File: config.mk
export PLATFORM = sky130hd
export DESIGN_NAME = light_node_config_download_sequencer
export DESIGN_NICKNAME = d
export VERILOG_FILES = /design/src/rtl/core/lnc_pkg.sv /design/src/rtl/core/lnc_front.sv /design/src/rtl/core/lnc_cmd_fifo.sv /design/src/rtl/core/lnc_back.sv /design/src/rtl/core/light_node_config_download_sequencer.sv
export SDC_FILE = /design/constraint.sdc
export NUM_CORES = 1
export LEC_CHECK = 0
export BUFFER_PORTS_ARGS = -buffer_cell sky130_fd_sc_hd__buf_4
export CAP_MARGIN = 20
export CORE_MARGIN = 1.5
export CORE_UTILIZATION = 54
export DETAILED_ROUTE_END_ITERATION = 16
export HOLD_SLACK_MARGIN = 0.12
export PLACE_DENSITY = 0.83
export SETUP_SLACK_MARGIN = 0.02
export SYNTH_ARGS = -nofsm -noshare
export SYNTH_HDL_FRONTEND = slang
export SYNTH_SLANG_ARGS = --single-unit
export TNS_END_PERCENT = 50
File: constraint.sdc
create_clock -name clk -period 8.71 [get_ports clk]
set_input_delay 2.1775 -clock clk [delete_from_list [all_inputs] [get_ports clk]]
set_output_delay 2.1775 -clock clk [all_outputs]
set_load 0.005 [all_outputs]
File: src/rtl/core/lnc_pkg.sv
// Shared types, codes and frame-building functions of the node settings download sequencer.
`timescale 1ns / 1ps

package lnc_pkg;

    localparam int unsigned RETRY_LIMIT_DEF = 3;
    localparam int unsigned QUEUE_DEPTH_DEF = 4;

    localparam int unsigned STEP_W = 3;
    localparam int unsigned IDX_W  = 5;

    // Event kinds.
    localparam logic [1:0] KIND_RX    = 2'd0;
    localparam logic [1:0] KIND_START = 2'd1;
    localparam logic [1:0] KIND_RESET = 2'd2;

    // Command steps.
    localparam logic [STEP_W-1:0] STEP_PWM       = 3'd0;
    localparam logic [STEP_W-1:0] STEP_LEVEL     = 3'd1;
    localparam logic [STEP_W-1:0] STEP_BRIGHT    = 3'd2;
    localparam logic [STEP_W-1:0] STEP_TRIGGER   = 3'd3;
    localparam logic [STEP_W-1:0] STEP_CHAN      = 3'd4;
    localparam logic [STEP_W-1:0] STEP_SWITCH    = 3'd5;
    localparam logic [STEP_W-1:0] STEP_DEV_RESET = 3'd6;

    // Configuration register indexes.
    localparam logic [2:0] CFG_NODE_ID      = 3'd0;
    localparam logic [2:0] CFG_PWM          = 3'd1;
    localparam logic [2:0] CFG_LEVEL        = 3'd2;
    localparam logic [2:0] CFG_BRIGHT_MODE  = 3'd3;
    localparam logic [2:0] CFG_TRIGGER_MODE = 3'd4;
    localparam logic [2:0] CFG_CHAN_BRIGHT  = 3'd5;
    localparam logic [2:0] CFG_SWITCHES     = 3'd6;

    // Frame bytes and command codes.
    localparam logic [7:0] HDR_BYTE        = 8'h40;
    localparam logic [7:0] ADDR_TAG        = 8'h01;
    localparam logic [7:0] CMD_PWM         = 8'h11;
    localparam logic [7:0] CMD_LEVEL       = 8'h10;
    localparam logic [7:0] CMD_BRIGHT      = 8'h3A;
    localparam logic [7:0] CMD_TRIG_RESET  = 8'h33;
    localparam logic [7:0] CMD_TRIG        = 8'h32;
    localparam logic [7:0] CMD_CHAN_BRIGHT = 8'h1A;
    localparam logic [7:0] CMD_SWITCH      = 8'h2A;
    localparam logic [7:0] CMD_DEV_RESET   = 8'h23;
    localparam logic [7:0] TRIG_MODE_RESET = 8'd4;

    localparam logic [IDX_W-1:0] SIZE_SHORT  = 5'd7;
    localparam logic [IDX_W-1:0] SIZE_CHAN   = 5'd21;
    localparam logic [IDX_W-1:0] SIZE_SWITCH = 5'd14;

    typedef struct packed {
        logic [1:0] kind;
        logic [7:0] rx_byte;
    } evt_t;

    typedef struct packed {
        logic [7:0] tx_byte;
        logic       frame_end;
    } beat_t;

    typedef struct packed {
        logic [7:0]  node_id;
        logic [7:0]  pwm_value;
        logic [7:0]  level_value;
        logic [7:0]  bright_mode;
        logic [7:0]  trigger_mode;
        logic [63:0] channel_brightness;
        logic [23:0] switch_states;
    } cfg_t;

    typedef struct packed {
        logic              valid;
        logic [STEP_W-1:0] step;
    } frame_req_t;

    function automatic logic [IDX_W-1:0] frame_size(input logic [STEP_W-1:0] step);
        logic [IDX_W-1:0] n;
        if (step == STEP_CHAN) begin
            n = SIZE_CHAN;
        end else if (step == STEP_SWITCH) begin
            n = SIZE_SWITCH;
        end else begin
            n = SIZE_SHORT;
        end
        return n;
    endfunction

    // Byte idx of the frame for a step; the checksum byte is added by the caller.
    function automatic logic [7:0] frame_byte(input logic [STEP_W-1:0] step,
                                              input logic [IDX_W-1:0]  idx,
                                              input cfg_t              cfg);
        logic [7:0]       b;
        logic [IDX_W-1:0] k;
        logic [1:0]       grp;
        logic [15:0]      chv;
        k   = idx - IDX_W'(4);
        grp = k[3:2];
        chv = cfg.channel_brightness[{grp, 4'b0000} +: 16];
        b   = 8'h00;
        unique case (idx)
            5'd0: b = HDR_BYTE;
            5'd1: b = {3'b000, frame_size(step)} - 8'd3;
            5'd2: b = ADDR_TAG;
            5'd3: b = cfg.node_id;
            default:
            begin
                unique case (step)
                    STEP_PWM:     b = (idx == 5'd4) ? CMD_PWM : cfg.pwm_value;
                    STEP_LEVEL:   b = (idx == 5'd4) ? CMD_LEVEL : cfg.level_value;
                    STEP_BRIGHT:  b = (idx == 5'd4) ? CMD_BRIGHT : cfg.bright_mode;
                    STEP_TRIGGER:
                    begin
                        if (cfg.trigger_mode == TRIG_MODE_RESET) begin
                            b = (idx == 5'd4) ? CMD_TRIG_RESET : 8'h00;
                        end else begin
                            b = (idx == 5'd4) ? CMD_TRIG : cfg.trigger_mode;
                        end
                    end
                    STEP_CHAN:
                    begin
                        unique case (k[1:0])
                            2'd0: b = CMD_CHAN_BRIGHT;
                            2'd1: b = {6'b000000, grp};
                            2'd2: b = chv[7:0];
                            2'd3: b = chv[15:8];
                        endcase
                    end
                    STEP_SWITCH:
                    begin
                        unique case (idx)
                            5'd4, 5'd7, 5'd10: b = CMD_SWITCH;
                            5'd5:  b = 8'd0;
                            5'd8:  b = 8'd1;
                            5'd11: b = 8'd2;
                            5'd6:  b = cfg.switch_states[7:0];
                            5'd9:  b = cfg.switch_states[15:8];
                            5'd12: b = cfg.switch_states[23:16];
                            default: b = 8'h00;
                        endcase
                    end
                    STEP_DEV_RESET: b = (idx == 5'd4) ? CMD_DEV_RESET : 8'h00;
                    default:        b = 8'h00;
                endcase
            end
        endcase
        return b;
    endfunction

endpackage

File: src/rtl/core/lnc_front.sv
// Front end: reply parser and command step sequencer that issues frame requests.
`timescale 1ns / 1ps

module lnc_front
    import lnc_pkg::*;
#(
    parameter int unsigned RETRY_LIMIT = RETRY_LIMIT_DEF
)
(
    input  logic       clk,
    input  logic       rst_n,
    input  logic       accept,
    input  evt_t       evt,
    output frame_req_t req
);

    localparam int unsigned RETRY_W = $clog2(RETRY_LIMIT + 1);

    localparam logic [1:0] PH_HDR  = 2'd0;
    localparam logic [1:0] PH_LEN  = 2'd1;
    localparam logic [1:0] PH_BODY = 2'd2;

    logic [1:0]         phase_reg, phase_next;
    logic [8:0]         idx_reg, idx_next;
    logic [7:0]         len_reg, len_next;
    logic [7:0]         status_reg, status_next;
    logic [STEP_W-1:0]  step_reg, step_next;
    logic [RETRY_W-1:0] retry_reg, retry_next;
    logic [RETRY_W-1:0] retry_inc;
    logic               reply_done;
    logic               advance;

    assign retry_inc = retry_reg + RETRY_W'(1);

    always_comb
    begin
        phase_next  = phase_reg;
        idx_next    = idx_reg;
        len_next    = len_reg;
        status_next = status_reg;
        step_next   = step_reg;
        retry_next  = retry_reg;
        req         = '0;
        reply_done  = 1'b0;
        advance     = 1'b0;

        if (accept) begin
            unique case (evt.kind)
                KIND_START:
                begin
                    step_next = STEP_PWM;
                    req       = '{valid: 1'b1, step: STEP_PWM};
                end
                KIND_RESET:
                begin
                    step_next = STEP_DEV_RESET;
                    req       = '{valid: 1'b1, step: STEP_DEV_RESET};
                end
                KIND_RX:
                begin
                    unique case (phase_reg)
                        PH_HDR:
                        begin
                            if (evt.rx_byte == HDR_BYTE && idx_reg == 9'd0) begin
                                phase_next = PH_LEN;
                                idx_next   = 9'd1;
                            end else begin
                                phase_next = PH_HDR;
                                idx_next   = 9'd0;
                                len_next   = 8'd0;
                            end
                        end
                        PH_LEN:
                        begin
                            if (idx_reg == 9'd1) begin
                                len_next   = evt.rx_byte;
                                phase_next = PH_BODY;
                            end
                            if (idx_reg != 9'h1FF) begin
                                idx_next = idx_reg + 9'd1;
                            end
                        end
                        PH_BODY:
                        begin
                            if (idx_reg == 9'd4) begin
                                status_next = evt.rx_byte;
                            end
                            if (idx_reg >= {1'b0, len_reg} + 9'd2) begin
                                phase_next = PH_HDR;
                                idx_next   = 9'd0;
                                len_next   = 8'd0;
                                reply_done = 1'b1;
                            end else if (idx_reg != 9'h1FF) begin
                                idx_next = idx_reg + 9'd1;
                            end
                        end
                        default:
                        begin
                            phase_next = PH_HDR;
                            idx_next   = 9'd0;
                            len_next   = 8'd0;
                        end
                    endcase
                end
                default: ;
            endcase
        end

        // A finished reply either retries the current step or moves on.
        if (reply_done) begin
            if (status_next == 8'd0) begin
                advance = 1'b1;
            end else if (retry_inc < RETRY_W'(RETRY_LIMIT)) begin
                retry_next = retry_inc;
                req        = '{valid: 1'b1, step: step_reg};
            end else begin
                advance = 1'b1;
            end
        end

        if (advance) begin
            retry_next = '0;
            if (step_reg < STEP_SWITCH) begin
                step_next = step_reg + STEP_W'(1);
                req       = '{valid: 1'b1, step: step_reg + STEP_W'(1)};
            end else begin
                step_next = STEP_DEV_RESET;
            end
        end
    end

    always_ff @(posedge clk or negedge rst_n)
    begin
        if (!rst_n) begin
            phase_reg  <= PH_HDR;
            idx_reg    <= '0;
            len_reg    <= '0;
            status_reg <= '0;
            step_reg   <= STEP_PWM;
            retry_reg  <= '0;
        end else begin
            phase_reg  <= phase_next;
            idx_reg    <= idx_next;
            len_reg    <= len_next;
            status_reg <= status_next;
            step_reg   <= step_next;
            retry_reg  <= retry_next;
        end
    end

endmodule

File: src/rtl/core/lnc_cmd_fifo.sv
// Short queue of frame requests between the front end and the frame generator.
`timescale 1ns / 1ps

module lnc_cmd_fifo
    import lnc_pkg::*;
#(
    parameter int unsigned DEPTH = QUEUE_DEPTH_DEF
)
(
    input  logic              clk,
    input  logic              rst_n,
    input  logic              wr_en,
    input  logic [STEP_W-1:0] wr_step,
    input  logic              rd_en,
    output logic [STEP_W-1:0] rd_step,
    output logic              empty,
    output logic              full
);

    localparam int unsigned PTR_W = $clog2(DEPTH);
    localparam int unsigned CNT_W = $clog2(DEPTH + 1);

    logic [STEP_W-1:0] slot_reg [DEPTH];
    logic [PTR_W-1:0]  wr_ptr_reg, wr_ptr_next;
    logic [PTR_W-1:0]  rd_ptr_reg, rd_ptr_next;
    logic [CNT_W-1:0]  count_reg, count_next;
    logic              do_wr, do_rd;

    assign empty   = (count_reg == '0);
    assign full    = (count_reg == CNT_W'(DEPTH));
    assign do_wr   = wr_en && !full;
    assign do_rd   = rd_en && !empty;
    assign rd_step = slot_reg[rd_ptr_reg];

    always_comb
    begin
        wr_ptr_next = wr_ptr_reg;
        rd_ptr_next = rd_ptr_reg;
        count_next  = count_reg;
        if (do_wr) begin
            wr_ptr_next = (wr_ptr_reg == PTR_W'(DEPTH - 1)) ? '0 : wr_ptr_reg + PTR_W'(1);
        end
        if (do_rd) begin
            rd_ptr_next = (rd_ptr_reg == PTR_W'(DEPTH - 1)) ? '0 : rd_ptr_reg + PTR_W'(1);
        end
        if (do_wr && !do_rd) begin
            count_next = count_reg + CNT_W'(1);
        end else if (do_rd && !do_wr) begin
            count_next = count_reg - CNT_W'(1);
        end
    end

    always_ff @(posedge clk or negedge rst_n)
    begin
        if (!rst_n) begin
            wr_ptr_reg <= '0;
            rd_ptr_reg <= '0;
            count_reg  <= '0;
        end else begin
            wr_ptr_reg <= wr_ptr_next;
            rd_ptr_reg <= rd_ptr_next;
            count_reg  <= count_next;
        end
    end

    always_ff @(posedge clk)
    begin
        if (do_wr) begin
            slot_reg[wr_ptr_reg] <= wr_step;
        end
    end

endmodule

File: src/rtl/core/lnc_back.sv
// Back end: turns frame requests into frame bytes with a running checksum.
`timescale 1ns / 1ps

module lnc_back
    import lnc_pkg::*;
(
    input  logic              clk,
    input  logic              rst_n,
    input  cfg_t              cfg,
    input  logic              q_empty,
    input  logic [STEP_W-1:0] q_step,
    output logic              q_rd,
    input  logic              pop,
    output logic              empty,
    output beat_t             beat
);

    logic              busy_reg, busy_next;
    logic [STEP_W-1:0] step_reg, step_next;
    logic [IDX_W-1:0]  idx_reg, idx_next;
    logic [7:0]        sum_reg, sum_next;
    logic              out_valid_reg, out_valid_next;
    beat_t             out_reg, out_next;

    logic              slot_free;
    logic              go;
    logic [STEP_W-1:0] cur_step;
    logic [IDX_W-1:0]  cur_idx;
    logic [7:0]        cur_sum;
    logic              last;
    logic [7:0]        cur_byte;

    assign slot_free = !out_valid_reg || pop;
    assign go        = slot_free && (busy_reg || !q_empty);
    assign cur_step  = busy_reg ? step_reg : q_step;
    assign cur_idx   = busy_reg ? idx_reg : '0;
    assign cur_sum   = busy_reg ? sum_reg : 8'h00;
    assign last      = (cur_idx == frame_size(cur_step) - IDX_W'(1));
    assign cur_byte  = last ? cur_sum : frame_byte(cur_step, cur_idx, cfg);
    assign q_rd      = go && !busy_reg;
    assign empty     = !out_valid_reg;
    assign beat      = out_reg;

    always_comb
    begin
        busy_next      = busy_reg;
        step_next      = step_reg;
        idx_next       = idx_reg;
        sum_next       = sum_reg;
        out_valid_next = out_valid_reg && !pop;
        out_next       = out_reg;
        if (go) begin
            busy_next      = !last;
            step_next      = cur_step;
            idx_next       = cur_idx + IDX_W'(1);
            sum_next       = cur_sum + cur_byte;
            out_valid_next = 1'b1;
            out_next       = '{tx_byte: cur_byte, frame_end: last};
        end
    end

    always_ff @(posedge clk or negedge rst_n)
    begin
        if (!rst_n) begin
            busy_reg      <= 1'b0;
            out_valid_reg <= 1'b0;
        end else begin
            busy_reg      <= busy_next;
            out_valid_reg <= out_valid_next;
        end
    end

    always_ff @(posedge clk)
    begin
        step_reg <= step_next;
        idx_reg  <= idx_next;
        sum_reg  <= sum_next;
        out_reg  <= out_next;
    end

endmodule

File: src/rtl/core/light_node_config_download_sequencer.sv
// Top level of the node settings download sequencer: config registers, front, queue, back.
// Usage: events enter as a queue write (push/full, payload evt). A start event requests
// the settings frame of step 0, a reset event the device-reset frame, and received
// bytes are parsed into reply frames whose status byte and retry count decide whether
// the current frame is resent or the next step's frame, if any, is requested.
// Frame bytes leave as a queue read (empty/pop, payload frame_beat); frame_end marks
// the checksum beat, the last of each frame.
// A beat that requests a frame is written into the request queue when it is accepted;
// the generator then takes the request and loads the first frame beat into the output
// register, from which it can be taken; a busy generator or a stalled output delays this.
// Throughput: the event side takes one beat per cycle while the request queue has
// room; the frame generator emits one beat per cycle while the receiver pops, and a
// frame is 7, 14 or 21 beats long, so the generator sets the sustained rate.
// When the receiver stalls, the output register holds its beat, the generator waits,
// the request queue fills and full rises; events that request no frame still pass
// as long as full is low.
// Reset clears the parser, step, retry count, queue and output; the configuration
// registers reset to zero and are written through cfg_wr_en/cfg_index/cfg_value.
// The user must write them only while the block is idle; the block does not enforce it.
`timescale 1ns / 1ps

module light_node_config_download_sequencer
    import lnc_pkg::*;
#(
    parameter int unsigned RETRY_LIMIT = RETRY_LIMIT_DEF,
    parameter int unsigned QUEUE_DEPTH = QUEUE_DEPTH_DEF
)
(
    input  logic        clk,
    input  logic        rst_n,
    input  logic        push,
    output logic        full,
    input  evt_t        evt,
    input  logic        pop,
    output logic        empty,
    output beat_t       frame_beat,
    input  logic        cfg_wr_en,
    input  logic [2:0]  cfg_index,
    input  logic [63:0] cfg_value
);

    cfg_t              cfg_reg, cfg_next;
    logic              accept;
    frame_req_t        req;
    logic              q_rd;
    logic              q_empty;
    logic [STEP_W-1:0] q_step;

    // Configuration registers; indexes beyond the list are ignored.
    always_comb
    begin
        cfg_next = cfg_reg;
        if (cfg_wr_en) begin
            unique case (cfg_index)
                CFG_NODE_ID:      cfg_next.node_id            = cfg_value[7:0];
                CFG_PWM:          cfg_next.pwm_value          = cfg_value[7:0];
                CFG_LEVEL:        cfg_next.level_value        = cfg_value[7:0];
                CFG_BRIGHT_MODE:  cfg_next.bright_mode        = cfg_value[7:0];
                CFG_TRIGGER_MODE: cfg_next.trigger_mode       = cfg_value[7:0];
                CFG_CHAN_BRIGHT:  cfg_next.channel_brightness = cfg_value;
                CFG_SWITCHES:     cfg_next.switch_states      = cfg_value[23:0];
                default: ;
            endcase
        end
    end

    always_ff @(posedge clk or negedge rst_n)
    begin
        if (!rst_n) begin
            cfg_reg <= '0;
        end else begin
            cfg_reg <= cfg_next;
        end
    end

    // An event beat is taken whenever the request queue has room.
    assign accept = push && !full;

    lnc_front #(
        .RETRY_LIMIT (RETRY_LIMIT)
    ) u_front (
        .clk    (clk),
        .rst_n  (rst_n),
        .accept (accept),
        .evt    (evt),
        .req    (req)
    );

    lnc_cmd_fifo #(
        .DEPTH (QUEUE_DEPTH)
    ) u_cmd_fifo (
        .clk     (clk),
        .rst_n   (rst_n),
        .wr_en   (req.valid),
        .wr_step (req.step),
        .rd_en   (q_rd),
        .rd_step (q_step),
        .empty   (q_empty),
        .full    (full)
    );

    lnc_back u_back (
        .clk     (clk),
        .rst_n   (rst_n),
        .cfg     (cfg_reg),
        .q_empty (q_empty),
        .q_step  (q_step),
        .q_rd    (q_rd),
        .pop     (pop),
        .empty   (empty),
        .beat    (frame_beat)
    );

endmodule

# Word level (Yosys, flattened, before mapping)
# Memory sizes are Yosys's and may differ from the RTL's.
# Index checks and enable logic that the tools add are counted.
# Widths: inputs -> output; s select.
# word_totals
ff_bits,194
word_cells,193
mem_bits_rw,12
romBits,0
inputBits,82
output_inout_bits,11
latchBits,0
mem_count,1
# mem_list
name,depth,word_bits,read_ports,rd_ports_with_merged_regs,write_ports,line,text
u_cmd_fifo.slot_reg,4,3,1,0,1,lnc_cmd_fifo.sv:23,logic [STEP_W-1:0] slot_reg [DEPTH];
# op_classes
bitwise_logic,0
reduce_logical,46
multipliers,0
n_lt_le_gt_ge,3
n_addsub,13
n_mux,63
shifts,1
n_eq_ne,43
div,0
# ops
op,n
$mux 8,14
$pmux 8 s4,2
$shiftx 64x7->16,1
$pmux 8 s7,1
$pmux 8 s6,1
$mux 4,7
$pmux 9 s3,1
$eq 5x4->1 const B,5
$pmux 8 s3,1
$eq 3x3->1 const B,7
$mux 3,6
$mux 9,2
$reduce_and 2->1,9
$mux 2,8
$eq 5x3->1 const B,3
$mux 5,3
$eq 2x2->1 const B,6
$eq 3x2->1 const B,4
$mux 1,12
$mux 6,2
$eq 5x2->1 const B,2
$add 8x2->9 const B,1
$add 9x1->9 const B,1
$eq 9x1->1 const B,1
other kinds (38),69

# Depth between registers and ports, before layout
# depth
depth_word,15
depth_mapped,19
depth_no_buf,17

# By module
# From an unflattened synthesis, not the netlist that was laid out.
# unflattened
cells_unflattened,875
area_unflattened_um2,11248.3
# modules_own_cells
mod,seq_area_each_um2,area_each_um2,instances,cells_per_inst
light_node_config_download_sequencer,3203.1,5148.7,1,277
lnc_back,800.8,3160.5,1,343
lnc_front,800.8,2040.7,1,203
lnc_cmd_fifo,535.5,898.4,1,52

# Worst setup path before layout
# Ideal clock, no wire load.
# synth_timing
path_type,input-to-reg
from,in evt[8] in the netlist's numbering
to,reg u_cmd_fifo.count_reg[2]
required_ps,8631
setup_ps,79
t_arrival_ps,4748
stages,14
setup_slack_ps,3883
n_path_buf,0
cell_sequence,inv_1 -> ha_1 -> nand3_4 -> nor4_4 -> o21ai_2 -> a21oi_4 -> nor2_2 -> o21ai_4 -> ha_1 -> inv_1 -> fa_1 -> xor2_1 -> nor2_1 -> xor2_1
# synth_between
elab_chain_len,12
word_cells_on_any_way,23
cone_classes,2 x eq/ne; 14 x mux; 7 x reduce/logical
# synth_lines
element,line,text
start: declaration,light_node_config_download_sequencer.sv:33,"input evt_t evt,"
"$eq 2x2->1, or another cell as far along",lnc_front.sv:48,unique case (evt.kind)
$pmux 4 s2 / $mux 8 (equally long branches),lnc_front.sv:48,
$mux 4 / $mux 8 (equally long branches),lnc_front.sv:47,if (accept) begin
$mux 4 / $logic_not 8->1 (equally long branches),"lnc_front.sv:113, lnc_front.sv:111",
$mux 4,lnc_front.sv:111,if (status_next == 8'd0) begin
$mux 4,lnc_front.sv:110,if (reply_done) begin
$mux 4,lnc_front.sv:123,if (step_reg < STEP_SWITCH) begin
$mux 4 (*),lnc_front.sv:121,if (advance) begin
$logic_and 1x1->1 (*),lnc_cmd_fifo.sv:31,assign do_wr = wr_en && !full;
named net u_cmd_fifo.do_wr,lnc_cmd_fifo.sv:27,"logic do_wr, do_rd;"
$logic_not 1->1,lnc_cmd_fifo.sv:48,end else if (do_rd && !do_wr) begin
$logic_and 1x1->1,lnc_cmd_fifo.sv:48,
$reduce_bool 2->1 (no source line),-,
end signal: assignment,lnc_cmd_fifo.sv:62,count_reg <= count_next;
end: declaration,lnc_cmd_fifo.sv:26,"logic [CNT_W-1:0] count_reg, count_next;"
# Mark *: on every way through the listed nets, which the timed path passes. The rest lies on a longest branch.
# A chain may end at the register's enable or synchronous reset.

# Final worst setup path
# layout_timing
from,reg u_back.idx_reg[3]
to,reg u_back.sum_reg[7] (data pin)
# layout_between
elab_chain_len,8
word_cells_on_any_way,30
cone_classes,2 x add/sub; 12 x eq/ne; 1 x shift; 13 x mux; 2 x reduce/logical
# layout_lines
element,line,text
start: declaration,lnc_back.sv:20,"logic [IDX_W-1:0] idx_reg, idx_next;"
start signal: assignment,lnc_back.sv:76,idx_reg <= idx_next;
$mux 5 (*),lnc_back.sv:36,assign cur_idx = busy_reg ? idx_reg : '0;
"$sub 4x3->4, or another cell as far along",lnc_pkg.sv:97,k = idx - IDX_W'(4);
"$shiftx 64x7->16, or another cell as far along",lnc_pkg.sv:99,"chv = cfg.channel_brightness[{grp, 4'b0000} +: 16];"
"$pmux 8 s4, or another cell as far along",lnc_pkg.sv:122,unique case (k[1:0])
$pmux 8 s7,lnc_pkg.sv:108,unique case (step)
$pmux 8 s4,lnc_pkg.sv:101,unique case (idx)
$mux 8 (*),lnc_back.sv:39,"assign cur_byte = last ? cur_sum : frame_byte(cur_step, cur_idx, cfg);"
named net u_back.cur_byte[1],lnc_back.sv:31,logic [7:0] cur_byte;
$add 8x8->8 (*),lnc_back.sv:56,sum_next = cur_sum + cur_byte;
end signal: assignment,lnc_back.sv:77,sum_reg <= sum_next;
end: declaration,lnc_back.sv:21,"logic [7:0] sum_reg, sum_next;"
# Marks and branches as above.

==> flow_summary.ini <==
[outcome]
status = complete, no violations

[setup_path]
critPathTopFamily = compound AO/OA/AOI/OAI gates
worstSetupStartpointType = flip-flop
cp_num_buf_inv = 1
endpoint_kind = flip-flop
path_cells = buf_4 > nor2b_1 > nor3_1 > a31oi_1 > a31oi_1 > o211ai_1 > o2111ai_1 > a221oi_1 > a21oi_1 > ha_1 > a21o_1 > a21oi_1 > o21bai_1 > a21oi_1 > o21bai_1 > a21oi_1 > xnor2_1
cp.arrival_ns = 5.05
crit_fanout = 17
cp_common_cell = a21oi_1
reg2reg_to = u_back.sum_reg[7]
critical_path_required_ns = 8.95
reg2reg_from = u_back.idx_reg[3]
slowest_stage = edfxtp_1
reg2reg_depth = 17
path_class = reg -> reg
reg2reg_slack_ns = 3.90
critPathMaxStageDelay_ns = 0.76

[yosys]
yosysSeqAreaShare_pct = 50.17
yosysWarnings = 0
ys_async_sr_fraction_pct = 82.04
synth_seq_cells = 206
syn-cell-area_sq_um = 10640
synthTopCellsByArea = dfrtp_1 40%, mux2_2 16%, edfxtp_1 10%
synthFlopType = dfrtp_1
synth_cell_type_count = 79
synth_edf_count = 37
synthesis.nets = 1006
synth_top_area_share_pct = 39.73
syn-instance-count = 891
synth_top_area_cell = dfrtp_1
syn_area_per_cell_sq_um = 11.95

[placement]
portBuffers = 92
gp_congestion = 0.9228
dp_hpwl_microns = 17170
post-place-ws_ns = 3.376
placed_area_sq_um = 11580

[timing]
setup_viol = 0
maxSlewViolCount = 0
fmax_mhz = 207.7
tightest_slew_ns = 0.9642
rsz0062_at_grt = false
layout_setup_ws_ns = 3.896
finalHoldViolations = 0
min_period_over_period_pct = 55.26
finalClockSkew_ns = 0.02082
slew_headroom_pct = 35.72
layout_min_cycle_time_ns = 4.814
hold_slack_ns = 0.4956
fin_setup_tns_ns = 0

[clock_tree]
cts_resized = 0
cts_setup_buffers = 0
cts_buffers = 22
cts_hold_buf = 0
root_buffer = clkbuf_16
clkTransAtPathRegs_ns = 0.07
clk_latency_ns = 0.51
htreeDepth = 1
cts.sinks = 206
cts.path.max_buffers = 3
cts_tree = yes

[worst_hold_path]
hp-start = u_front.retry_reg[0]
min_to = u_front.retry_reg[0]
hold_class = reg -> reg
hold_depth = 1

[grt]
grt_pass1_wl_microns = 39440
antenna_found_initial = 0
gr-total-overflow = 0
grt_pass1_vias = 7443
track_usage_pct = 24.57
grt_max_degree = 107

[detailed_routing]
routedWlPerCell_microns = 19.49
drcViolationCount = 0
dr.pass1.iters = 5
wl_microns = 24560
drt_iter0_markers = 592
ant_nets = 0
num_vias = 7434
vias_per_cell = 5.900

[power]
ir_drop_mv = 0.1561
power_leakage_nw = 5.430
power.density_nw_per_um2 = 292.8

[floorplanning]
fp.dieW_microns = 143.4
start_util_pct = 54.87
dieArea_sq_um = 20560
core_sq_um = 19400
num_rows = 51
die_y_microns = 143.4
ios = 93

[run]
max_cap_violations = 0

[finish]
drive_gt1_share_pct = 32.56
nNetsFinal = 1094
syn_to_final_growth_pct = 16.27
largest_reg_flops = 128
final_area_sq_um = 12380
diodes = 0
## stage by stage
step                power [mW]  utilization [%]  instances
floorplan                2.276                -        891
global placement         2.568            59.68       1219
detailed placement       2.618            59.68       1219
CTS                      3.641            63.77       1259
global route             3.832            63.80       1260
finish                   3.623            63.80       1260
## where the power goes
| part | total [mW] | internal, mW | leakage [nW] | switching (mW) |
|---|---|---|---|---|
| sequential | 1.45 | 1.26 | 2.42 | 0.195 |
| combinational | 1.17 | 0.549 | 2.62 | 0.617 |
| clock | 1.01 | 0.624 | 0.390 | 0.383 |
| total | 3.62 | 2.43 | 5.43 | 1.19 |
## how the worst max path moves through the flow
stage	from	end	cells after the start	slack (ns)
after floorplan	evt[8]	u_cmd_fifo.count_reg[2]	14	3.88
after global placement	evt[8]	u_cmd_fifo.count_reg[2]	15	3.52
after detailed placement	evt[8]	u_cmd_fifo.count_reg[2]	15	3.38
after CTS	evt[8]	u_cmd_fifo.count_reg[2]	15	3.88
after global routing	u_back.idx_reg[3]	u_back.sum_reg[7]	17	3.45
final	u_back.idx_reg[3]	u_back.sum_reg[7]	17	3.90
## Yosys cell counts, types with 5 or more instances
library cell,instances
clkbuf_1,24
buf_1,5
inv_1,30
nand3_1,24
nor2b_1,7
nor2_1,44
mux2i_1,31
xor2_1,7
nand2b_1,6
edfxtp_1,37
o21ai_0,29
mux2_2,149
nor3_1,17
ha_1,31
a221oi_1,7
buf_2,8
a22oi_1,7
a31oi_1,7
nor4_1,6
dfrtp_1,169
a21o_1,7
a222oi_1,10
a21oi_1,35
nand2_1,55
xnor2_1,13
a22o_1,6
and2_1,11
and3_1,6
o21a_1,6
## logic make-up (layout without fill, tap and decap cells)
group | Yosys count | count (layout) | share of synthesized area [%]
AO/OA/AOI/OAI | 161 | 161 | 10.93
XOR/XNOR | 20 | 20 | 1.646
adder cells (fa/ha/maj) | 33 | 33 | 4.020
buffers and inverters | 75 | 179 | 2.951
flip-flops | 206 | 206 | 50.17
multiplexers | 187 | 187 | 20.02
AND/OR/NAND/NOR | 209 | 209 | 10.26
## layer usage
metal | routed length (microns) | global-route usage [%] | up-vias
met5 | 0 | 0 | -
met2 | 12360 | 42.79 | 260
met4 | 718 | 7.250 | 0
li1 | - | - | 3461
met1 | 10010 | 31.79 | 3669
met3 | 1479 | 3.699 | 44
## layout by cell type (no fill, tap or decap), drive strengths merged, types with 12 or more instances in the layout
cell,Yosys,final
mux2i,32,32
dfrtp,169,169
nand3,26,26
a21oi,37,37
and2,12,12
ha,31,31
buf,17,105
clkbuf,24,31
o21ai,33,33
nand2,55,55
xnor2,13,13
nor3,18,18
edfxtp,37,37
inv,34,34
mux2,151,151
nor2,48,48
## area by class of cell
type / instances / area (sq um)
Clock buffer: 31 / 666.9
Multi-Input combinational cell: 610 / 4994
Inverter: 34 / 127.6
Timing Repair Buffer: 105 / 789.5
Tap cell: 265 / 331.6
Fill cell: 1450 / 7023
Clock inverter: 9 / 126.4
Sequential cell: 206 / 5340
(Power assumes the default switching activity.)
